===== src/rtl/pet_pkg.sv =====
// Shared types and constants for the Prewitt edge threshold block.
// No dependencies; every file but pet_ram imports this package.
package pet_pkg;

	localparam int MAX_WIDTH = 256;
	localparam int ROWS_MAX  = 256;
	localparam int ADDR_W    = $clog2(MAX_WIDTH);
	localparam int DIM_W     = 9;
	localparam int THR_W     = 21;
	localparam int PIX_W     = 8;
	localparam int SUM_W     = 10;
	localparam int GRAD_W    = 11;
	localparam int SQ_W      = 20;

	localparam logic [DIM_W-1:0] MIN_DIM      = DIM_W'(3);
	localparam logic [DIM_W-1:0] MAX_COLS     = DIM_W'(MAX_WIDTH);
	localparam logic [DIM_W-1:0] MAX_ROWS     = DIM_W'(ROWS_MAX);
	localparam logic [DIM_W-1:0] RST_WIDTH    = DIM_W'(256);
	localparam logic [DIM_W-1:0] RST_HEIGHT   = DIM_W'(256);
	localparam logic [THR_W-1:0] RST_THRESH   = THR_W'(8281);

	// x / 3 for x < 2048 is (x * 683) >> 11
	localparam logic [SUM_W-1:0] DIV3_MUL   = SUM_W'(683);
	localparam int               DIV3_SHIFT = 11;

	typedef enum logic [1:0] {
		REG_LINE_WIDTH   = 2'd0,
		REG_FRAME_HEIGHT = 2'd1,
		REG_THRESHOLD_SQ = 2'd2
	} pet_reg_t;

	// position information of one accepted item
	typedef struct packed {
		logic [ADDR_W-1:0] col;
		logic              emit;
		logic              top_ok;
		logic              bot_ok;
		logic              left_ok;
		logic              right_ok;
		logic              eof;
	} pet_pos_t;

	typedef struct packed {
		logic signed [GRAD_W-1:0] gx;
		logic signed [GRAD_W-1:0] gy;
		logic                     eof;
	} pet_grad_t;

endpackage


===== src/rtl/pet_mag.sv =====
// Squared gradient magnitude and threshold compare (stage s3 and output register).
// Depends on pet_pkg.
module pet_mag import pet_pkg::*; (
	input  logic             clk,
	input  logic             load_s3,
	input  pet_grad_t        grad_s2,
	input  logic             load_out,
	input  logic [THR_W-1:0] threshold_sq,
	output logic             is_edge,
	output logic             end_of_frame
);

	logic signed [2*GRAD_W-1:0] sqx, sqy;
	logic [SQ_W-1:0]            sqx_s3, sqy_s3;
	logic                       eof_s3;
	logic [THR_W-1:0]           mag;

	assign sqx = $signed(grad_s2.gx) * $signed(grad_s2.gx);
	assign sqy = $signed(grad_s2.gy) * $signed(grad_s2.gy);
	assign mag = THR_W'(sqx_s3) + THR_W'(sqy_s3);

	always_ff @(posedge clk) begin
		if (load_s3) begin
			sqx_s3 <= sqx[SQ_W-1:0];
			sqy_s3 <= sqy[SQ_W-1:0];
			eof_s3 <= grad_s2.eof;
		end
		if (load_out) begin
			is_edge      <= (mag >= threshold_sq);
			end_of_frame <= eof_s3;
		end
	end

endmodule


===== config.mk =====
export PLATFORM = sky130hd
export DESIGN_NAME = pet_mag
export DESIGN_NICKNAME = d
export VERILOG_FILES = /design/src/rtl/pet_pkg.sv /design/src/rtl/pet_mag.sv
export SDC_FILE = /design/constraint.sdc
export NUM_CORES = 1
export LEC_CHECK = 0
export BUFFER_PORTS_ARGS = -buffer_cell sky130_fd_sc_hd__buf_2
export CORE_ASPECT_RATIO = 0.8
export CORE_MARGIN = 5
export CORE_UTILIZATION = 50
export CTS_CLUSTER_DIAMETER = 200
export DETAILED_ROUTE_END_ITERATION = 7
export HOLD_SLACK_MARGIN = 0.08
export PLACE_DENSITY = 0.7
export SLEW_MARGIN = 20
export SYNTH_ARGS = -nofsm -noshare
export SYNTH_HDL_FRONTEND = slang
export SYNTH_SLANG_ARGS = --single-unit
export TNS_END_PERCENT = 1

===== constraint.sdc =====
create_clock -name clk -period 5.1 [get_ports clk]
set_clock_uncertainty 0.15 [all_clocks]
set_input_delay 0.255 -clock clk [delete_from_list [all_inputs] [get_ports clk]]
set_output_delay 0.255 -clock clk [all_outputs]
set_load 0.05 [all_outputs]

==> impl_results.md <==
* Status: finished clean
* Syn_area_per_cell at between 9 and 10 um2
* Die height at 137.8 um
* Final WL at 18870 um
* EDFF count, synth at just over 40
* Syn nets at 1419
* Clock buffer depth at 2
* Minimum clock period at 4.824 ns
* CTS tree: done
* Remaining antenna violation count at 0
* P&R area growth vs syn at 9.211%
* Clk root buf: clkbuf_16
* Ports at 49
* Core region area at 19970 um2
* Max Slew Vio Count at 0
* Avg WL per Cell at ~13 um
* Crit. End Element: flip-flop
* CP Class: in -> reg
* CP Cell Sequence: buf_2 -> nand2_1 -> fa_1 -> inv_1 -> fa_1 -> inv_1 -> fa_1 -> inv_1 -> fa_1 -> inv_1 -> fa_1 -> inv_1 -> ha_1 -> o21ai_0 -> a21oi_1 -> o211ai_1 -> nand2b_1 -> a31oi_1 -> xnor2_1
* Area post-placement at 10980 um2
* Endpoints failing setup at 0
* Post-synth top area share at 0.3724
* Slew @ Worst Pin at 0.8904 ns
* Worst-path clk slew at about 0.050 ns
* Most common cell after layout, fill and taps aside: inv_1
* First-pass GRT wire length at 33570 um
* Largest cells by area after synthesis: fa_1, ha_1, edfxtp_1, inv_1, xnor2_1
* Die area at 23410 um2
* Worst R2R Setup Slack at 1.14 ns
* Seq/Total Area, Yosys at 0.1205
* Worst Path Arrival at around 4.7 ns
* Max cap viols at 0
* Crit Path Max Fanout at 7
* Final instance area at 11160 um2
* Synth warnings at 0
* Post-route DRC at 0
* Commonest cells after routing, fill and taps aside: inv_1, fa_1, ha_1
* Vias per inst at 5.040
* Worst-skew pair later-pin latency at 0.28 ns
* RSZ-0062 raised after global routing: false
* Die Width at 169.8 um
* Crit-path max cell delay at 0.54 ns
* Cells after synthesis at 1063
* Reg-to-Reg Start: sqy_s3[3]
* Number of global-route vias before repair at 7300
* Reg2reg end: is_edge
* Crit path required time at approximately 5 ns
* DP HPWL at 17160 um
* Asr flop ratio synth at 0
* Htree depth at 2
* First-pass DRT Iterations at 5
* Final period util at 0.9458
* Worst slew margin relative to its limit at 0.4064
* Hold Path Class: in -> reg
* Worst Setup SP: grad_s2[17]
* Layout cells sized above 1 at 0.09323
* Initial antenna violation count at 0
* Synthesized flop and latch total at 41
* Fin. Hold Viols at 0
* Drt initial violations at 314
* IO buf count at 48
* CP max-delay cell: fa_1
* Crit path capture: sqx_s3[18]
* Reg2Reg Depth at 13
* Via Count at 7061
* Leak at 5.719 nW
* Final GP Congestion at around 0.87
* Fmax at 207.3 MHz
* Worst vdd ir at 436.0 uV
* CP startpoint kind: input pin
* Most used DFF post-synth: edfxtp_1
* Synth unique cells at 48
* Initial Util at 0.5115
* Final #Nets at 1492
* GRT Resource Usage Total at 0.1756
* Cell row count at 46
* GRT overflow at 0
* Clock Sinks at 41
* Final core area utilization at 0.5586
* Inserted Diodes at 0
* Post-synth top area cell: fa_1
* Power Dens Cells at 677.2 nW/um2
* TritonCTS buffer count at 5
* Post-Syn Area at 10210 um2
* Largest net degree at the start of global routing at 40
## per-stage QoR
step / std cells / setup TNS [ns] / power (mW) / hold slack (ns) / setup slack, ns
after floorplan: 1063 / 0 / 5.893 / 0.2039 / 0.003847
after global placement: 1391 / 0 / 7.092 / 0.2519 / 0.05476
after detailed placement: 1391 / -0.01943 / 7.251 / 0.2772 / -0.01943
after CTS: 1401 / 0 / 7.583 / 0.1964 / 0.2780
after global routing: 1401 / 0 / 8.574 / 0.2109 / 0.03451
final: 1401 / 0 / 7.555 / 0.2095 / 0.2762
## kinds of logic after synthesis
kind of cell	share of synthesized area
XOR/XNOR	0.06088
flip-flops	0.1205
AND/OR/NAND/NOR	0.1062
multiplexers	0.001960
buffers and inverters	0.1113
adder cells (fa/ha/maj)	0.5181
AO/OA/AOI/OAI	0.08096
## power by group
part           internal [mW]  switching [mW]
combinational           2.95            3.45
sequential             0.804          0.0562
clock                  0.177           0.117
## synth_stat cells (all sizes together) (6+ instances only)
master and count:
nand3 7, nor2 45, nand2 59, nor3 8, o21bai 7, a21oi 37, inv 281, xor2 14
and2 51, and3 6, o21ai 16, clkbuf 21, ha 119, a21o 21, xnor2 57, nor2b 16
a31oi 7, fa 190, edfxtp 41, o21a 9, nand2b 8
## timing repair
action | CTS | global route
buffers inserted | 0 | 0
setup endpoints to repair | 0 | 3
endpoints found under the hold margin | 3 | 0
gates resized for setup | 0 | 4
hold buffers | 2 | 0
## worst min path at each step
stage | end | depth (start not counted) | from | slack [ns]
6_report | sqy_s3[0] | 2 | grad_s2[1] | 0.21
2_1_floorplan | eof_s3 | 0 | grad_s2[0] | 0.20
4_1_cts | sqy_s3[0] | 2 | grad_s2[1] | 0.20
3_5_place_dp | end_of_frame | 0 | eof_s3 | 0.28
3_3_place_gp | end_of_frame | 0 | eof_s3 | 0.25
5_1_grt | sqy_s3[0] | 2 | grad_s2[1] | 0.21
## state kept, by name, indices dropped and copies added, names as in the netlist
register      cells
sqx_s3           19
sqy_s3           19
end_of_frame      1
eof_s3            1
is_edge           1
## critical path, delay by kind of cell
kind	cells	cell delay, ns
XOR/XNOR	1	0.09
AO/OA/AOI/OAI	4	0.85
adder cells (fa/ha/maj)	6	2.84
AND/OR/NAND/NOR	2	0.24
buffers and inverters	6	0.45
## layout make-up
| cell class | count | area [um2] |
|---|---|---|
| clock buffer | 5 | 125.1 |
| fill | 1764 | 8816 |
| multi-input combinational | 719 | 7860 |
| tap | 264 | 330.3 |
| inverter | 282 | 1059 |
| timing repair buffer | 87 | 538.0 |
| clock inverter | 3 | 12.51 |
| sequential | 41 | 1231 |
## metal layers
| metal | wire length (um) | global-route usage | vias to the layer above |
|---|---|---|---|
| met4 | 101 | 0.01743 | 0 |
| met1 | 8706 | 0.2515 | 3503 |
| met3 | 1004 | 0.02869 | 12 |
| met5 | 0 | 0 | - |
| met2 | 9057 | 0.2940 | 123 |
| li1 | - | - | 3423 |
Note: power is estimated with default switching activity, not from simulation.
