`config.mk`:
```
export PLATFORM = sky130hd
export DESIGN_NAME = pet_window
export DESIGN_NICKNAME = d
export VERILOG_FILES = /design/src/rtl/pet_pkg.sv /design/src/rtl/pet_ram.sv /design/src/rtl/pet_window.sv
export SDC_FILE = /design/constraint.sdc
export NUM_CORES = 2
export LEC_CHECK = 0
export BUFFER_PORTS_ARGS = -buffer_cell sky130_fd_sc_hd__buf_2
export CORE_ASPECT_RATIO = 0.5
export CORE_UTILIZATION = 56
export DETAILED_ROUTE_END_ITERATION = 16
export HOLD_SLACK_MARGIN = 0.12
export PLACE_DENSITY = 0.7
export SYNTH_ARGS = -nofsm -noshare
export SYNTH_HDL_FRONTEND = slang
export SYNTH_HIERARCHICAL = 1
export SYNTH_SLANG_ARGS = --single-unit
```
`constraint.sdc`:
```
create_clock -name clk -period 10.6 [get_ports clk]
set_input_delay 0.53 -clock clk [delete_from_list [all_inputs] [get_ports clk]]
set_output_delay 0.53 -clock clk [all_outputs]
set_load 0.03 [all_outputs]
```
`src/rtl/pet_pkg.sv`:
```
// Shared types and constants for the Prewitt edge threshold block.
// No dependencies; every file but pet_ram imports this package.
package pet_pkg;

	localparam int MAX_WIDTH = 256;
	localparam int ROWS_MAX  = 256;
	localparam int ADDR_W    = $clog2(MAX_WIDTH);
	localparam int DIM_W     = 9;
	localparam int THR_W     = 21;
	localparam int PIX_W     = 8;
	localparam int SUM_W     = 10;
	localparam int GRAD_W    = 11;
	localparam int SQ_W      = 20;

	localparam logic [DIM_W-1:0] MIN_DIM      = DIM_W'(3);
	localparam logic [DIM_W-1:0] MAX_COLS     = DIM_W'(MAX_WIDTH);
	localparam logic [DIM_W-1:0] MAX_ROWS     = DIM_W'(ROWS_MAX);
	localparam logic [DIM_W-1:0] RST_WIDTH    = DIM_W'(256);
	localparam logic [DIM_W-1:0] RST_HEIGHT   = DIM_W'(256);
	localparam logic [THR_W-1:0] RST_THRESH   = THR_W'(8281);

	// x / 3 for x < 2048 is (x * 683) >> 11
	localparam logic [SUM_W-1:0] DIV3_MUL   = SUM_W'(683);
	localparam int               DIV3_SHIFT = 11;

	typedef enum logic [1:0] {
		REG_LINE_WIDTH   = 2'd0,
		REG_FRAME_HEIGHT = 2'd1,
		REG_THRESHOLD_SQ = 2'd2
	} pet_reg_t;

	// position information of one accepted item
	typedef struct packed {
		logic [ADDR_W-1:0] col;
		logic              emit;
		logic              top_ok;
		logic              bot_ok;
		logic              left_ok;
		logic              right_ok;
		logic              eof;
	} pet_pos_t;

	typedef struct packed {
		logic signed [GRAD_W-1:0] gx;
		logic signed [GRAD_W-1:0] gy;
		logic                     eof;
	} pet_grad_t;

endpackage

```
`src/rtl/pet_ram.sv`:
```
// Generic single-write, single-read RAM with registered read-first output.
// No dependencies.
module pet_ram #(
	parameter int WIDTH = 16,
	parameter int DEPTH = 256
) (
	input  logic                     clk,
	input  logic                     we,
	input  logic [$clog2(DEPTH)-1:0] waddr,
	input  logic [WIDTH-1:0]         wdata,
	input  logic                     re,
	input  logic [$clog2(DEPTH)-1:0] raddr,
	output logic [WIDTH-1:0]         rdata
);

	logic [WIDTH-1:0] mem_q [DEPTH];

	always_ff @(posedge clk) begin
		if (we) begin
			mem_q[waddr] <= wdata;
		end
		if (re) begin
			rdata <= mem_q[raddr];
		end
	end

endmodule

```
`src/rtl/pet_window.sv`:
```
// Line store, 3x3 gray window and Prewitt gradients (stages s1 and s2).
// Depends on pet_pkg and pet_ram.
module pet_window import pet_pkg::*; (
	input  logic             clk,
	input  logic             arst_n,
	input  logic             load,
	input  logic             advance,
	input  pet_pos_t         pos,
	input  logic [PIX_W-1:0] gray,
	output logic             emit_s1,
	output pet_grad_t        grad_s2
);

	pet_pos_t              pos_s1;
	logic [PIX_W-1:0]      gray_s1;
	logic                  fwd_s1;
	logic [2*PIX_W-1:0]    fwd_data_q;
	logic [2*PIX_W-1:0]    rdata, entry, wdata;
	logic [PIX_W-1:0]      top, mid;
	logic [PIX_W-1:0]      win_q [9];
	logic [PIX_W-1:0]      nwin [9];
	logic [PIX_W-1:0]      v [9];
	logic [SUM_W-1:0]      s_left, s_right, s_top, s_bot;

	// one entry per column: {row before previous, previous row}
	pet_ram #(
		.WIDTH (2*PIX_W),
		.DEPTH (MAX_WIDTH)
	) u_line_ram (
		.clk   (clk),
		.we    (advance),
		.waddr (pos_s1.col),
		.wdata (wdata),
		.re    (load),
		.raddr (pos.col),
		.rdata (rdata)
	);

	always_comb begin
		// same column written on the edge it was read: take the new data
		entry = fwd_s1 ? fwd_data_q : rdata;
		top   = entry[2*PIX_W-1:PIX_W];
		mid   = entry[PIX_W-1:0];
		wdata = {mid, gray_s1};

		for (int i = 0; i < 3; i++) begin
			nwin[i*3]     = win_q[i*3+1];
			nwin[i*3 + 1] = win_q[i*3+2];
		end
		nwin[2] = top;
		nwin[5] = mid;
		nwin[8] = gray_s1;

		for (int k = 0; k < 9; k++) begin
			v[k] = nwin[k];
		end
		if (!pos_s1.top_ok) begin
			v[0] = '0; v[1] = '0; v[2] = '0;
		end
		if (!pos_s1.bot_ok) begin
			v[6] = '0; v[7] = '0; v[8] = '0;
		end
		if (!pos_s1.left_ok) begin
			v[0] = '0; v[3] = '0; v[6] = '0;
		end
		if (!pos_s1.right_ok) begin
			v[2] = '0; v[5] = '0; v[8] = '0;
		end

		s_left  = SUM_W'(v[0]) + SUM_W'(v[3]) + SUM_W'(v[6]);
		s_right = SUM_W'(v[2]) + SUM_W'(v[5]) + SUM_W'(v[8]);
		s_top   = SUM_W'(v[0]) + SUM_W'(v[1]) + SUM_W'(v[2]);
		s_bot   = SUM_W'(v[6]) + SUM_W'(v[7]) + SUM_W'(v[8]);
	end

	assign emit_s1 = pos_s1.emit;

	always_ff @(posedge clk) begin
		if (load) begin
			pos_s1  <= pos;
			gray_s1 <= gray;
		end
		if (advance) begin
			fwd_data_q  <= wdata;
			grad_s2.gx  <= $signed({1'b0, s_left}) - $signed({1'b0, s_right});
			grad_s2.gy  <= $signed({1'b0, s_top}) - $signed({1'b0, s_bot});
			grad_s2.eof <= pos_s1.eof;
		end
	end

	always_ff @(posedge clk or negedge arst_n) begin
		if (!arst_n) begin
			fwd_s1 <= 1'b0;
			for (int k = 0; k < 9; k++) begin
				win_q[k] <= '0;
			end
		end else begin
			if (load) begin
				fwd_s1 <= advance && (pos_s1.col == pos.col);
			end
			if (advance) begin
				win_q <= nwin;
			end
		end
	end

endmodule

```
==> impl_results.md <==
* Status: finished clean
* Ys async rst share at 0.0116
* Die height at 387 um
* Die area at between 200000 and 300000 um^2
* Root buffer selected by CTS: clkbuf_16
* Top FF cell, synth: edfxtp_1
* Most frequent CP cell: buf_4
* Power Total at approximately 35 mW
* Total of warnings raised by yosys at 6
* Max-Slew Margin vs Limit at 0.0516
* Crit. End Element: flop
* H-Tree Depth at 5
* Share of power burned in registers at 0.539
* Post-synthesis sequential area ratio at 0.763
* CP max stage cell: a22oi_1
* Vias in the first global route at roughly 80000
* Pre-Repair DR Iteration Count at 8
* Endpoints failing setup at 0
* CP arrival at slightly below 6 ns
* Most common cell after layout, fill and taps aside: edfxtp_1
* Vias/cell at ~6.8
* Routed WL at between 400 and 500 mm
* GRT Util Overall at 0.291
* Initial Utilization at 0.566
* Initial antenna violation count at 32
* Synth Cell Area at roughly 170000 um^2
* I/O pin count at 50
* DRT iter0 DRCs at approximately 13000
* Crit Path Max Fanout at 73
* Fill cells at slightly below 20000
* TNS Setup at 0 ns
* Port Buf Inserts at about 50
* Number of synthesized register bits at approximately 4200
* Final period util at 0.488
* Avg Inst Size Synth at about 21 um^2
* Placer Congestion at a little under 0.9
* Clock tree from TritonCTS: built
* Final Skew at ~0.048 ns
* Worst path top cell family by delay: buffers and inverters
* Drt wl/cell at between 30 and 40 um
* Switching power at 8.00 mW
* Fin. Hold Viols at 0
* Maximum VDD drop at around 0.13 mV
* Gate Count Post-Synth at 7961
* Fin nets at roughly 8400
* First-pass GRT wire length at about 610 mm
* CP Data Required Time at roughly 11 ns
* Max Cap Violations at 0
* Post-DP HPWL at ~250 mm
* WS Path Type: in2reg
* Clock buffer count from CTS at 361
* Clock power frac at 0.375
* Routed via count at roughly 85000
* Finished Layout Cells at between 10000 and 15000
* Worst-Margin Slew at around 1.4 ns
* Crit-path cells: buf_8, buf_4, buf_4, buf_4, mux4_2, a31oi_1, a22oi_1, nand4_1, nor4_1
* Largest net degree at the start of global routing at slightly below 200
* DR DRC count at 0
* Worst hold-check path type: in2reg
* Layout cells sized above 1 at 0.229
* Width of the die at slightly below 800 um
* Syn nets at 8073
* LEAKAGE at a little under 60 nW
* CTS sink cnt at roughly 4200
* Internal power at about 27 mW
* Post-synth cell types at 65
* R2R setup slack at 5.52 ns
* EDFF count, synth at around 4200
* Core box area at about 300000 um^2
* Pins Over Slew Limit at 0
* Peak Freq at slightly below 0.2 GHz
* Synthesis-to-layout area growth at 10.6%
* Sw Share at 0.229
* CP max stage delay at roughly 0.85 ns
* CP Launch Type: input port
* RSZ-0062 raised after global routing: false
* Placed cell count at about 12000
* Fin crit period at just over 5 ns
* Clk buf depth at 4
* Commonest non-fill, non-tap cells in the layout: edfxtp_1, mux4_2, mux2i_1
* # rows at 140
* Antenna viol nets, final at 0
* Clk_lat worst skew at 0.92 ns
* Grt ovf at 0
* Combinational share of power at 0.086
* Worst Path Buf+Inv at 4
* Reg clk slew, reported paths at roughly 0.07 ns
* PwrDens at ~190 nW/um^2
[cell usage after synthesis (77+ instances only)]
cell / number / share of area
nor3_1: 92 / 0.0028
o22ai_1: 151 / 0.0057
mux2_2: 124 / 0.0084
nand2_1: 81 / 0.0018
a21oi_1: 211 / 0.0064
buf_2: 87 / 0.0026
mux2i_1: 580 / 0.035
mux4_2: 797 / 0.11
edfxtp_1: 4173 / 0.76
o221ai_1: 252 / 0.013
buf_6: 77 / 0.0052
inv_1: 118 / 0.0027
clkbuf_1: 236 / 0.0053
nor2_1: 331 / 0.0075
[worst register-to-register path: cells and delay by family (launching register included)]
kind	cells	cell delay (ns)
xor gates and xnor gates	1	0.16
adders and majority gates	4	1.55
AOI/OAI and AO/OA	2	0.43
and+or+nand+nor	4	0.73
DFF	1	0.99
muxes	1	0.41
buffers and inverters	3	0.55
[power by group through the flow]
stage / sequential, mW / clock [mW] / combinational (mW)
floorplan: 19.4 / 0 / 1.78
global placement: 19.2 / 0 / 2.92
detailed placement: 19.2 / 0 / 2.98
CTS: 18.8 / 13.2 / 2.99
global route: 18.8 / 13.8 / 3.21
finish: 18.8 / 13.1 / 3.01
[area by class of cell]
| type | instances | area, um^2 | share of cell area |
|---|---|---|---|
| diodes | 5 | 12.5 | 0.0000682 |
| clock buffers | 457 | 9660 | 0.0527 |
| clock inverters | 176 | 1680 | 0.00915 |
| inverters | 119 | 512 | 0.00279 |
| multi-input cells | 3148 | 36400 | 0.199 |
| flip-flops and latches | 4222 | 127000 | 0.690 |
| well taps | 3905 | 4890 | 0.0266 |
| repair buffers | 463 | 3650 | 0.0199 |
[logic make-up after synthesis]
logic type	Yosys count	share of synthesized area
flip-flops	4222	0.763
multiplexers	1501	0.152
AO/OA/AOI/OAI	841	0.0360
AND/OR/NAND/NOR	697	0.0195
buffers and inverters	591	0.0194
adder cells (fa/ha/maj)	86	0.00894
XOR/XNOR	23	0.00122
[registers in the layout, indices dropped and copies added (netlist names)]
register,flops
fwd_s1,1
fwd_data_q,16
grad_s2,23
u_line_ram/rdata,16
u_line_ram/mem_q,4096
gray_s1,8
emit_s1,1
pos_s1,13
nwin,48
[what timing repair did]
action                    in CTS  in global routing
hold buffers                  18                  0
hold endpoints to repair      79                  0
gates resized for setup        0                  0
setup buffers                  0                  0
[metal layers]
| metal | track usage | routed length (um) | share of wire | up-vias |
|---|---|---|---|---|
| met5 | 0 | 195 | 0.00045 | - |
| met4 | 0.0720 | 12200 | 0.028 | 26 |
| met3 | 0.0968 | 63300 | 0.14 | 762 |
| met2 | 0.424 | 194000 | 0.44 | 5513 |
| met1 | 0.429 | 167000 | 0.38 | 44479 |
| li1 | - | - | - | 33887 |
[final timing paths]
path                                      from                            end  cells past startpoint
min in group asynchronous               arst_n           nwin[39]$_DFFE_PN0P_                      3
max in group asynchronous               arst_n           nwin[61]$_DFFE_PN0P_                      3
hold reg to reg            pos_s1[0]$_DFFE_PP_           grad_s2[0]$_DFFE_PP_                      0
hold / removal                         pos[12]           pos_s1[12]$_DFFE_PP_                      1
setup reg to reg            fwd_s1$_DFFE_PN0P_          grad_s2[19]$_DFFE_PP_                     15
setup / recovery                        pos[7]  u_line_ram/rdata[0]$_DFFE_PP_                      9
[metrics by stage]
step,util,hold WS [ns],worst slack [ns],instance area (um^2)
final,0.626,0.251,5.42,183000
after CTS,0.626,0.165,5.40,183000
after global routing,0.626,0.195,5.11,183000
after floorplan,-,0.234,3.74,166000
after global placement,0.587,0.402,4.66,172000
after detailed placement,0.587,0.406,4.94,172000
(Power assumes the default switching activity.)
