===== src/rtl/pet_pkg.sv =====
// Shared types and constants for the Prewitt edge threshold block.
// No dependencies; every file but pet_ram imports this package.
package pet_pkg;

	localparam int MAX_WIDTH = 256;
	localparam int ROWS_MAX  = 256;
	localparam int ADDR_W    = $clog2(MAX_WIDTH);
	localparam int DIM_W     = 9;
	localparam int THR_W     = 21;
	localparam int PIX_W     = 8;
	localparam int SUM_W     = 10;
	localparam int GRAD_W    = 11;
	localparam int SQ_W      = 20;

	localparam logic [DIM_W-1:0] MIN_DIM      = DIM_W'(3);
	localparam logic [DIM_W-1:0] MAX_COLS     = DIM_W'(MAX_WIDTH);
	localparam logic [DIM_W-1:0] MAX_ROWS     = DIM_W'(ROWS_MAX);
	localparam logic [DIM_W-1:0] RST_WIDTH    = DIM_W'(256);
	localparam logic [DIM_W-1:0] RST_HEIGHT   = DIM_W'(256);
	localparam logic [THR_W-1:0] RST_THRESH   = THR_W'(8281);

	// x / 3 for x < 2048 is (x * 683) >> 11
	localparam logic [SUM_W-1:0] DIV3_MUL   = SUM_W'(683);
	localparam int               DIV3_SHIFT = 11;

	typedef enum logic [1:0] {
		REG_LINE_WIDTH   = 2'd0,
		REG_FRAME_HEIGHT = 2'd1,
		REG_THRESHOLD_SQ = 2'd2
	} pet_reg_t;

	// position information of one accepted item
	typedef struct packed {
		logic [ADDR_W-1:0] col;
		logic              emit;
		logic              top_ok;
		logic              bot_ok;
		logic              left_ok;
		logic              right_ok;
		logic              eof;
	} pet_pos_t;

	typedef struct packed {
		logic signed [GRAD_W-1:0] gx;
		logic signed [GRAD_W-1:0] gy;
		logic                     eof;
	} pet_grad_t;

endpackage


===== src/rtl/pet_scan.sv =====
// Raster position counters, border flags and gray conversion for each item.
// Depends on pet_pkg.
module pet_scan import pet_pkg::*; (
	input  logic              clk,
	input  logic              arst_n,
	input  logic              accept,
	input  logic [DIM_W-1:0]  line_width,
	input  logic [DIM_W-1:0]  frame_height,
	input  logic [PIX_W-1:0]  red,
	input  logic [PIX_W-1:0]  green,
	input  logic [PIX_W-1:0]  blue,
	input  logic              flush,
	output pet_pos_t          pos,
	output logic [PIX_W-1:0]  gray
);

	logic [DIM_W-1:0]       row_q, col_q;
	logic [DIM_W-1:0]       w, h, h1;
	logic [DIM_W-1:0]       r, c, cr, cc;
	logic [DIM_W-1:0]       r_nxt, c_nxt;
	logic                   restart, pad;
	logic [SUM_W-1:0]       sum;
	logic [2*SUM_W-1:0]     prod;

	always_comb begin
		w = (line_width < MIN_DIM) ? MIN_DIM :
			((line_width > MAX_COLS) ? MAX_COLS : line_width);
		h = (frame_height < MIN_DIM) ? MIN_DIM :
			((frame_height > MAX_ROWS) ? MAX_ROWS : frame_height);
		h1 = h + DIM_W'(1);

		// counters past the frame: start a new frame
		restart = (col_q >= w) || (row_q > h1) || ((row_q == h1) && (col_q != '0));
		r = restart ? '0 : row_q;
		c = restart ? '0 : col_q;

		pad  = flush || (r >= h);
		sum  = SUM_W'(red) + SUM_W'(green) + SUM_W'(blue);
		prod = (2*SUM_W)'(sum) * (2*SUM_W)'(DIV3_MUL);
		gray = pad ? '0 : prod[DIV3_SHIFT +: PIX_W];

		if (c != '0) begin
			pos.emit = (r >= DIM_W'(1)) && (r <= h);
			cr = r - DIM_W'(1);
			cc = c - DIM_W'(1);
		end else begin
			pos.emit = (r >= DIM_W'(2)) && (r <= h1);
			cr = r - DIM_W'(2);
			cc = w - DIM_W'(1);
		end
		pos.col      = c[ADDR_W-1:0];
		pos.top_ok   = (cr != '0);
		pos.bot_ok   = ((cr + DIM_W'(1)) < h);
		pos.left_ok  = (cc != '0);
		pos.right_ok = ((cc + DIM_W'(1)) < w);
		pos.eof      = (cr == (h - DIM_W'(1))) && (cc == (w - DIM_W'(1)));

		if (r == h1) begin
			r_nxt = '0;
			c_nxt = '0;
		end else if ((c + DIM_W'(1)) >= w) begin
			r_nxt = r + DIM_W'(1);
			c_nxt = '0;
		end else begin
			r_nxt = r;
			c_nxt = c + DIM_W'(1);
		end
	end

	always_ff @(posedge clk or negedge arst_n) begin
		if (!arst_n) begin
			row_q <= '0;
			col_q <= '0;
		end else if (accept) begin
			row_q <= r_nxt;
			col_q <= c_nxt;
		end
	end

endmodule


===== config.mk =====
export PLATFORM = sky130hd
export DESIGN_NAME = pet_scan
export DESIGN_NICKNAME = d
export VERILOG_FILES = /design/src/rtl/pet_pkg.sv /design/src/rtl/pet_scan.sv
export SDC_FILE = /design/constraint.sdc
export NUM_CORES = 1
export LEC_CHECK = 0
export BUFFER_PORTS_ARGS = -buffer_cell sky130_fd_sc_hd__buf_2
export CAP_MARGIN = 5
export CORE_ASPECT_RATIO = 1.2
export CORE_MARGIN = 10
export CORE_UTILIZATION = 30
export CTS_CLUSTER_DIAMETER = 200
export CTS_CLUSTER_SIZE = 12
export DETAILED_ROUTE_END_ITERATION = 10
export GPL_TIMING_DRIVEN = 0
export PLACE_DENSITY = 0.45
export REMOVE_ABC_BUFFERS = 1
export SYNTH_ARGS = -nofsm -noshare
export SYNTH_HDL_FRONTEND = slang
export SYNTH_SLANG_ARGS = --single-unit

===== constraint.sdc =====
create_clock -name clk -period 30.6 [get_ports clk]
set_clock_uncertainty 0.05 [all_clocks]
set_input_delay 6.12 -clock clk [delete_from_list [all_inputs] [get_ports clk]]
set_output_delay 6.12 -clock clk [all_outputs]
set_load 0.1 [all_outputs]

==> flow_summary.yaml, run 1 <==
run_status:
  status: "completed"
setup_path:
  worstSetupStartpointType: "primary input"
  critPathRequiredTime_ps: 24430
  crit_arrival_ps: 15160
  slowest_stage: "nor2_2"
  endpoint_kind: "output pin"
  critPathMaxStageDelay_ps: 860
  crit_fanout: 20
  crit_type: "primary input to output pin"
floorplanning:
  start_util_pct: 30.4
  fp.coreArea_um2: 21600
  io-pin-count: 68
  rows: 59
  dieArea_um2: 28300
  die_y_um: 182
  dieWidth_um: 155
clock_network:
  cts_tree: "done"
  cts_setup_buffers: 0
  clk_path_buf_depth: 2
  cts_max_level: 1
  clkTransAtPathRegs_ps: 60
  cts_resized: 0
  root_buffer: "clkbuf_16"
  holdBufCountCts: 0
  clock-sinks: 18
  cts_buffers: 3
  insertion_delay_ps: 250
worst_hold_path:
  min_path_type: "flop to flop"
yosys:
  ys_ff_latch: 18
  syn_inst: 835
  syn_avg_cell_area_um2: 7.88
  synth_cell_type_count: 75
  async_flop_share_pct: 100
  synth_top_area_share_pct: 27.0
  synth.top_cells.by_area: "ha_1 (27%), fa_1 (9.1%), dfrtp_1 (6.8%), xnor2_1 (6.8%), inv_1 (4.5%)"
  synth_ff_type: "dfrtp_1"
  ys_seq_area_share_pct: 6.84
  yosys_warnings: 0
  synth_edf_count: 0
  post-synth-top-area-cell: "ha_1"
  syn-cell-area_um2: 6580
routing:
  routed_wirelength_mm: 20.4
  vias: 6127
  initialDrtViolationCount: 298
  ant_nets: 0
  route.detailed.vias_per_inst: 5.30
  drc_errors: 0
  dr.pass1.iters: 5
  wl_per_cell_um: 17.7
global_routing:
  track_usage_pct: 14.3
  grt_start_max_net_pins: 21
  gr-total-overflow: 0
  grt_pass1_wl_mm: 34.0
  antenna_found_initial: 0
  grt_pass1_vias: 6237
timing:
  slew_headroom_pct: 27.6
  fmax_mhz: 46.9
  rsz0062_at_grt: "false"
  fin_setup_tns_ps: 0
  finalMaxSlewViolations: 0
  period_needed_ps: 21330
  tightest_slew_ps: 1090
  fin_crit_sh_pct: 69.7
  setup_viol: 0
  final_hold_viol_count: 0
cells_and_area:
  drive_gt1_share_pct: 10.3
  n_fill_cell: 2331
  final_net_count: 1100
  antennaDiodeCount: 0
  area_growth_pct: 10.4
  final_area_um2: 7260
place:
  gp_congestion: 0.831
  place_area_um2: 7170
  place_hpwl_mm: 17.2
  io_buffers: 67
job:
  drv_cap: 0
-- layout by cell type, fill, tap and decap left out, types with 30 or more instances in the layout --
| master | count |
|---|---|
| ha_1 | 142 |
| nand3_1 | 46 |
| fa_1 | 30 |
| inv_1 | 79 |
| buf_2 | 67 |
| a21oi_1 | 49 |
| xnor2_1 | 51 |
| nor2_1 | 52 |
| o21ai_0 | 52 |
| nand2_1 | 49 |
-- stage by stage --
| step | util, % | cells | setup WS (ps) | hold WS (ps) |
|---|---|---|---|---|
| after floorplan | - | 808 | 9380 | 495 |
| after global placement | 33.0 | 1149 | 8650 | 599 |
| after detailed placement | 33.2 | 1151 | 9440 | 591 |
| after CTS | 33.6 | 1155 | 9380 | 604 |
| after global routing | 33.6 | 1155 | 8380 | 636 |
| final | 33.6 | 1155 | 9270 | 612 |
-- critical path: cells and delay by family --
| kind | cells | cell delay (ps) |
|---|---|---|
| buffers and inverters | 2 | 660 |
| AO/OA/AOI/OAI | 10 | 2310 |
| adder cells (fa/ha/maj) | 4 | 1250 |
| AND/OR/NAND/NOR | 15 | 4760 |
-- registers in the layout (all words and copies together), names as in the netlist --
register / flops
col_q: 9
row_q: 9
-- kinds of logic after synthesis --
group           count (synthesis)  share of synthesized area, %
compound gates                205                          20.7
xor+xnor                       67                          8.92
fa+ha+maj                     174                          36.4
buf+inv                       108                          6.62
flops                          18                          6.84
mux                             1                         0.152
simple gates                  262                          20.3
-- final timing paths --
check,startpoint,end,slack [ps],cells after the start
max in group asynchronous,arst_n,col_q[1],24420,1
setup reg to reg,col_q[2],row_q[8],23780,24
hold reg to reg,row_q[7],row_q[7],610,2
setup / recovery,frame_height[3],pos[0],9270,31
hold / removal,row_q[7],row_q[7],610,2
min in group asynchronous,arst_n,col_q[4],5770,1
-- synthesized netlist by cell type (4+ instances only) --
master     count
dfrtp_1       18
nor4b_1        4
o211ai_1       8
or2_2          4
o31ai_1        6
o32ai_1        5
ha_1         142
o22ai_1        8
inv_1         79
fa_1          30
a221oi_1       5
buf_2          8
nand2_1       49
nor3b_1        4
nor2b_1       13
o2111ai_1      5
a21oi_1       49
o21a_1         6
nand3_1       46
clkbuf_1      13
xnor2_1       51
and2_1         6
and3_1         6
o21ai_0       53
o21bai_1       5
nor4_1         8
nor2_1        53
nand4_1        7
nand2b_1      14
xor2_1        16
or3_1          8
a21o_1        13
nor3_1        28
-- per-layer routing --
| layer | wire length, um | track usage, % |
|---|---|---|
| met4 | 211 | 1.87 |
| met3 | 688 | 1.41 |
| met5 | 0 | 0 |
| met2 | 9570 | 23.8 |
| met1 | 9980 | 20.0 |
-- area by class of cell --
cell class | count | area (um^2) | share of cell area, %
multi-input combinational | 709 | 5710 | 78.6
sequential | 18 | 450 | 6.20
timing repair buffer | 69 | 370 | 5.10
tap | 274 | 343 | 4.72
inverter | 81 | 304 | 4.19
clock buffer | 4 | 88.8 | 1.22
Power of run 1 is left out: the tool's default activity adds up to more than one toggle a clock period on the data nets, which glitch-free logic cannot reach.
==> run 2: changes to the inputs <==
--- a/config.mk
+++ b/config.mk
@@ -14,7 +14,7 @@
 export CTS_CLUSTER_SIZE = 12
 export DETAILED_ROUTE_END_ITERATION = 10
 export GPL_TIMING_DRIVEN = 0
-export PLACE_DENSITY = 0.45
+export PLACE_DENSITY = 0.47
 export REMOVE_ABC_BUFFERS = 1
 export SYNTH_ARGS = -nofsm -noshare
 export SYNTH_HDL_FRONTEND = slang
==> constraint.sdc (replaced) <==
create_clock -name clk -period 18.85 [get_ports clk]
set_clock_uncertainty 0.05 [all_clocks]
set_input_delay 3.77 -clock clk [delete_from_list [all_inputs] [get_ports clk]]
set_output_delay 3.77 -clock clk [all_outputs]
set_load 0.1 [all_outputs]
==> flow_summary.yaml, run 2 (synthesis results as in run 1) <==
run_status:
  status: "completed"
cells_and_area:
  final_cell_mix: "ha_1 (142), inv_1 (79), buf_2 (67)"
  fin_cells: 1153
  antennaDiodeCount: 0
  n_fill_cell: 2342
  reg_top3: "col_q: 9 flops, row_q: 9 flops"
  drive_gt1_share_pct: 10.1
  final_net_count: 1099
  final_common_cell: "ha_1"
  area_growth_pct: 10.0
timing:
  finalMaxSlewViolations: 0
  final_hold_viol_count: 0
  tightest_slew_ps: 1120
  fin_crit_sh_pct: 87.4
  period_needed_ps: 16480
  rsz0062_at_grt: "false"
  fin_setup_tns_ps: 0
  setup_viol: 0
  slew_headroom_pct: 25.3
  fmax_mhz: 60.7
clock_network:
  cts_max_level: 1
  clkTransAtPathRegs_ps: 50
  holdBufCountCts: 0
  cts_resized: 0
  clock-sinks: 18
  cts_buffers: 3
  insertion_delay_ps: 240
  root_buffer: "clkbuf_16"
  cts_setup_buffers: 0
  clk_path_buf_depth: 2
  cts_tree: "done"
setup_path:
  crit_fanout: 20
  crit_arrival_ps: 12660
  r2r_cells: 24
  timing.rr.end: "row_q[8]"
  worstSetupStartpointType: "primary input"
  cp_common_cell: "ha_1"
  regToRegSetupSlack_ps: 12230
  r2r-start: "row_q[0]"
  endpoint_kind: "output pin"
  crit_type: "primary input to output pin"
  critPathMaxStageDelay_ps: 840
  critPathRequiredTime_ps: 15030
  slowest_stage: "nor2_2"
floorplanning:
  fp.coreArea_um2: 21600
  start_util_pct: 30.4
  dieArea_um2: 28300
  dieWidth_um: 155
  io-pin-count: 68
  rows: 59
  die_y_um: 182
job:
  drv_cap: 0
routing:
  routed_wirelength_mm: 20.3
  initialDrtViolationCount: 394
  dr.pass1.iters: 5
  ant_nets: 0
  drc_errors: 0
  vias: 6130
  route.detailed.vias_per_inst: 5.32
  wl_per_cell_um: 17.6
worst_hold_path:
  worst_hold_startpoint: "row_q[7]"
  whs_path_depth: 2
  min_to: "row_q[7]"
  min_path_type: "flop to flop"
place:
  io_buffers: 67
  dp.cells: 1150
  gp_congestion: 0.829
  place_hpwl_mm: 17.0
global_routing:
  grt_pass1_vias: 6201
  grt_pass1_wl_mm: 33.4
  grt_start_max_net_pins: 22
  gr-total-overflow: 0
  antenna_found_initial: 0
  track_usage_pct: 14.0
==> run 2: changes by cell type in the layout (fill, tap and decap cells not counted) <==
cell,before,now
buf_4,1,0
clkbuf_8,1,0
==> run 2: area by class of cell <==
| class | instances | area [um^2] | area share, % |
|---|---|---|---|
| repair buffers | 68 | 363 | 5.01 |
| flip-flops and latches | 18 | 450 | 6.22 |
| inverters | 81 | 304 | 4.20 |
| multi-input cells | 709 | 5710 | 78.8 |
| clock buffers | 3 | 75.1 | 1.04 |
| well taps | 274 | 343 | 4.73 |
==> run 2: stage by stage <==
| stage | area (um^2) | util (%) | hold slack (ps) | setup WS [ps] |
|---|---|---|---|---|
| after global routing | 7240 | 33.5 | 654 | 1550 |
| final | 7240 | 33.5 | 623 | 2370 |
| after detailed placement | 7170 | 33.1 | 597 | 2380 |
| after floorplan | 6450 | - | 495 | 2330 |
| after global placement | 7130 | 33.0 | 607 | 1680 |
| after CTS | 7240 | 33.5 | 611 | 2350 |
==> run 2: routing by layer <==
metal  routed length [um]  GRT usage, %  up-vias  part of all wire [%]
li1                     -             -     3123                     -
met1                 9870          19.3     2875                    49
met2                 9520          23.8      120                    47
met3                  703          1.25       12                   3.5
met4                  163          1.54        0                  0.80
met5                    0             0        -                     0
==> run 2: worst max-delay path by stage <==
stage                     depth (start not counted)            start  slack [ps]     end
after detailed placement                         30  frame_height[3]        2380  pos[0]
after CTS                                        30  frame_height[3]        2350  pos[0]
after global placement                           30  frame_height[3]        1680  pos[0]
final                                            30  frame_height[3]        2370  pos[0]
after global routing                             30  frame_height[3]        1550  pos[0]
after floorplan                                  27  frame_height[2]        2330  pos[0]
==> run 2: worst max-delay path, delay by kind of cell <==
family,cells,cell delay [ps]
xor+xnor,1,290
fa+ha+maj,4,1250
buf+inv,2,660
simple gates,12,4080
compound gates,11,2580
Power of run 2 is left out for the same reason.
==> run 3: changes to the inputs <==
--- a/config.mk
+++ b/config.mk
@@ -5,6 +5,7 @@
 export SDC_FILE = /design/constraint.sdc
 export NUM_CORES = 1
 export LEC_CHECK = 0
+export ABC_AREA = 1
 export BUFFER_PORTS_ARGS = -buffer_cell sky130_fd_sc_hd__buf_2
 export CAP_MARGIN = 5
 export CORE_ASPECT_RATIO = 1.2
==> flow_summary.yaml, run 3 <==
run_status:
  status: "completed"
clock_network:
  holdBufCountCts: 0
  cts_setup_buffers: 0
  cts_tree: "done"
  cts_buffers: 3
  cts_max_level: 1
  insertion_delay_ps: 250
  clk_path_buf_depth: 2
  root_buffer: "clkbuf_16"
  clkTransAtPathRegs_ps: 60
  clock-sinks: 18
  cts_resized: 0
yosys:
  synth_common_cells: "nand2_1 (185), inv_1 (168), ha_1 (142)"
  async_flop_share_pct: 100
  yosysMostFrequentCell: "nand2_1"
  synth_cell_type_count: 55
  synth_top_area_share_pct: 26.4
  syn_avg_cell_area_um2: 6.95
  ys_ff_latch: 18
  synth_edf_count: 0
  synth_ff_type: "dfrtp_1"
  yosys_warnings: 0
  post-synth-top-area-cell: "ha_1"
  ys_seq_area_share_pct: 6.70
  syn-cell-area_um2: 6730
  syn_inst: 968
  synth.top_cells.by_area: "ha_1 (26%), nand2_1 (10%), inv_1 (9.4%), fa_1 (8.9%), dfrtp_1 (6.7%)"
routing:
  drc_errors: 0
  routed_wirelength_mm: 19.3
  route.detailed.vias_per_inst: 4.79
  dr.pass1.iters: 5
  ant_nets: 0
  wl_per_cell_um: 14.8
  vias: 6242
  initialDrtViolationCount: 211
timing:
  tightest_slew_ps: 903
  setup_ws_ps: 3730
  fin_crit_sh_pct: 80.2
  fmax_mhz: 66.2
  final_hold_viol_count: 0
  rsz0062_at_grt: "false"
  slew_headroom_pct: 39.6
  finalMaxSlewViolations: 0
  period_needed_ps: 15120
  setup_viol: 0
  fin_setup_tns_ps: 0
setup_path:
  critPathRequiredTime_ps: 15030
  critPathMaxStageDelay_ps: 710
  slowest_stage: "nor2_1"
  endpoint_kind: "output pin"
  worstSetupStartpointType: "primary input"
  timing.rr.end: "row_q[8]"
  cp_common_cell: "nand2_1"
  crit_arrival_ps: 11300
  regToRegSetupSlack_ps: 13400
  r2r-start: "col_q[4]"
  r2r_cells: 26
  crit_type: "primary input to output pin"
  crit_fanout: 14
global_routing:
  met1_usage_pct: 16.7
  grt.met3_usage_pct: 1.03
  antenna_found_initial: 0
  track_usage_pct: 13.4
  use_met2_pct: 24.7
  grt_pass1_wl_mm: 31.7
  grt.busiest_layer: "met2"
  grt_start_max_net_pins: 37
  gr-total-overflow: 0
  grt_pass1_vias: 6378
place:
  dp.cells: 1300
  io_buffers: 67
  place_hpwl_mm: 16.7
  gp_congestion: 0.839
  dpl_worst_slack_ps: 3720
cells_and_area:
  drive_gt1_share_pct: 11.1
  final_cell_mix: "nand2_1 (185), inv_1 (168), ha_1 (142)"
  final_net_count: 1249
  antennaDiodeCount: 0
  area_growth_pct: 10.3
  fin_cells: 1304
  reg_top3: "col_q: 9 flops, row_q: 9 flops"
  n_fill_cell: 2427
  final_common_cell: "nand2_1"
floorplanning:
  die_y_um: 184
  io-pin-count: 68
  dieWidth_um: 157
  start_util_pct: 30.8
  rows: 59
  fp.coreArea_um2: 21900
  dieArea_um2: 28800
job:
  drv_cap: 0
worst_hold_path:
  worst_hold_startpoint: "row_q[8]"
  min_to: "row_q[8]"
  whs_path_depth: 2
  min_path_type: "flop to flop"
## run 3: cell types whose count changed after synthesis, moves of 13 or more
cell,before,now
xor2_1,16,40
nand2_1,49,185
nand3_1,46,78
inv_1,79,168
o21ai_0,53,25
xnor2_1,51,13
nand2b_1,14,0
nor2_1,53,78
nor2b_1,13,0
## run 3: worst max-delay path: cells and delay by family
| family | cells | cell delay (ps) |
|---|---|---|
| AND/OR/NAND/NOR | 19 | 2710 |
| XOR/XNOR | 2 | 320 |
| AO/OA/AOI/OAI | 10 | 1770 |
| buffers and inverters | 8 | 1300 |
| adder cells (fa/ha/maj) | 5 | 1370 |
## run 3: metrics by stage
step | hold slack, ps | cell area [um^2] | util [%]
after floorplan | 478 | 6650 | -
after global placement | 514 | 7330 | 33.5
after detailed placement | 514 | 7330 | 33.5
after CTS | 529 | 7420 | 34.0
after global routing | 547 | 7420 | 34.0
final | 522 | 7420 | 34.0
## run 3: area by class of cell
type,count,area [um^2],share of cell area (%)
Inverter,173,649,8.75
Sequential cell,18,450,6.07
Clock buffer,4,88.8,1.20
Timing Repair Buffer,67,335,4.52
Tap cell,274,343,4.62
Multi-Input combinational cell,768,5550,74.8
## run 3: cells by family (layout without fill, tap and decap cells)
group                    count (synthesis)  after routing  share of synthesized area [%]
buffers and inverters                  182            244                           10.7
AND/OR/NAND/NOR                        415            415                           28.1
adder cells (fa/ha/maj)                172            172                           35.3
flip-flops                              18             18                           6.70
XOR/XNOR                                54             54                           7.14
AO/OA/AOI/OAI                          127            127                           11.9
## run 3: how the worst max path moves through the flow
| stage | from | endpoint | cells past startpoint |
|---|---|---|---|
| 2_1_floorplan | red[1] | gray[0] | 23 |
| 5_1_grt | frame_height[8] | pos[3] | 44 |
| 6_report | frame_height[6] | pos[3] | 44 |
| 3_5_place_dp | frame_height[6] | pos[3] | 44 |
| 3_3_place_gp | frame_height[6] | pos[3] | 44 |
| 4_1_cts | frame_height[8] | pos[3] | 44 |
## run 3: routing by layer
metal  wire length, um  vias up  share of wire [%]
met5                 0        -                  0
met4               217        0                1.1
met3               514       12                2.7
met2              9760       87                 51
met1              8780     2816                 46
li1                  -     3327                  -
Power of run 3 is left out for the same reason.
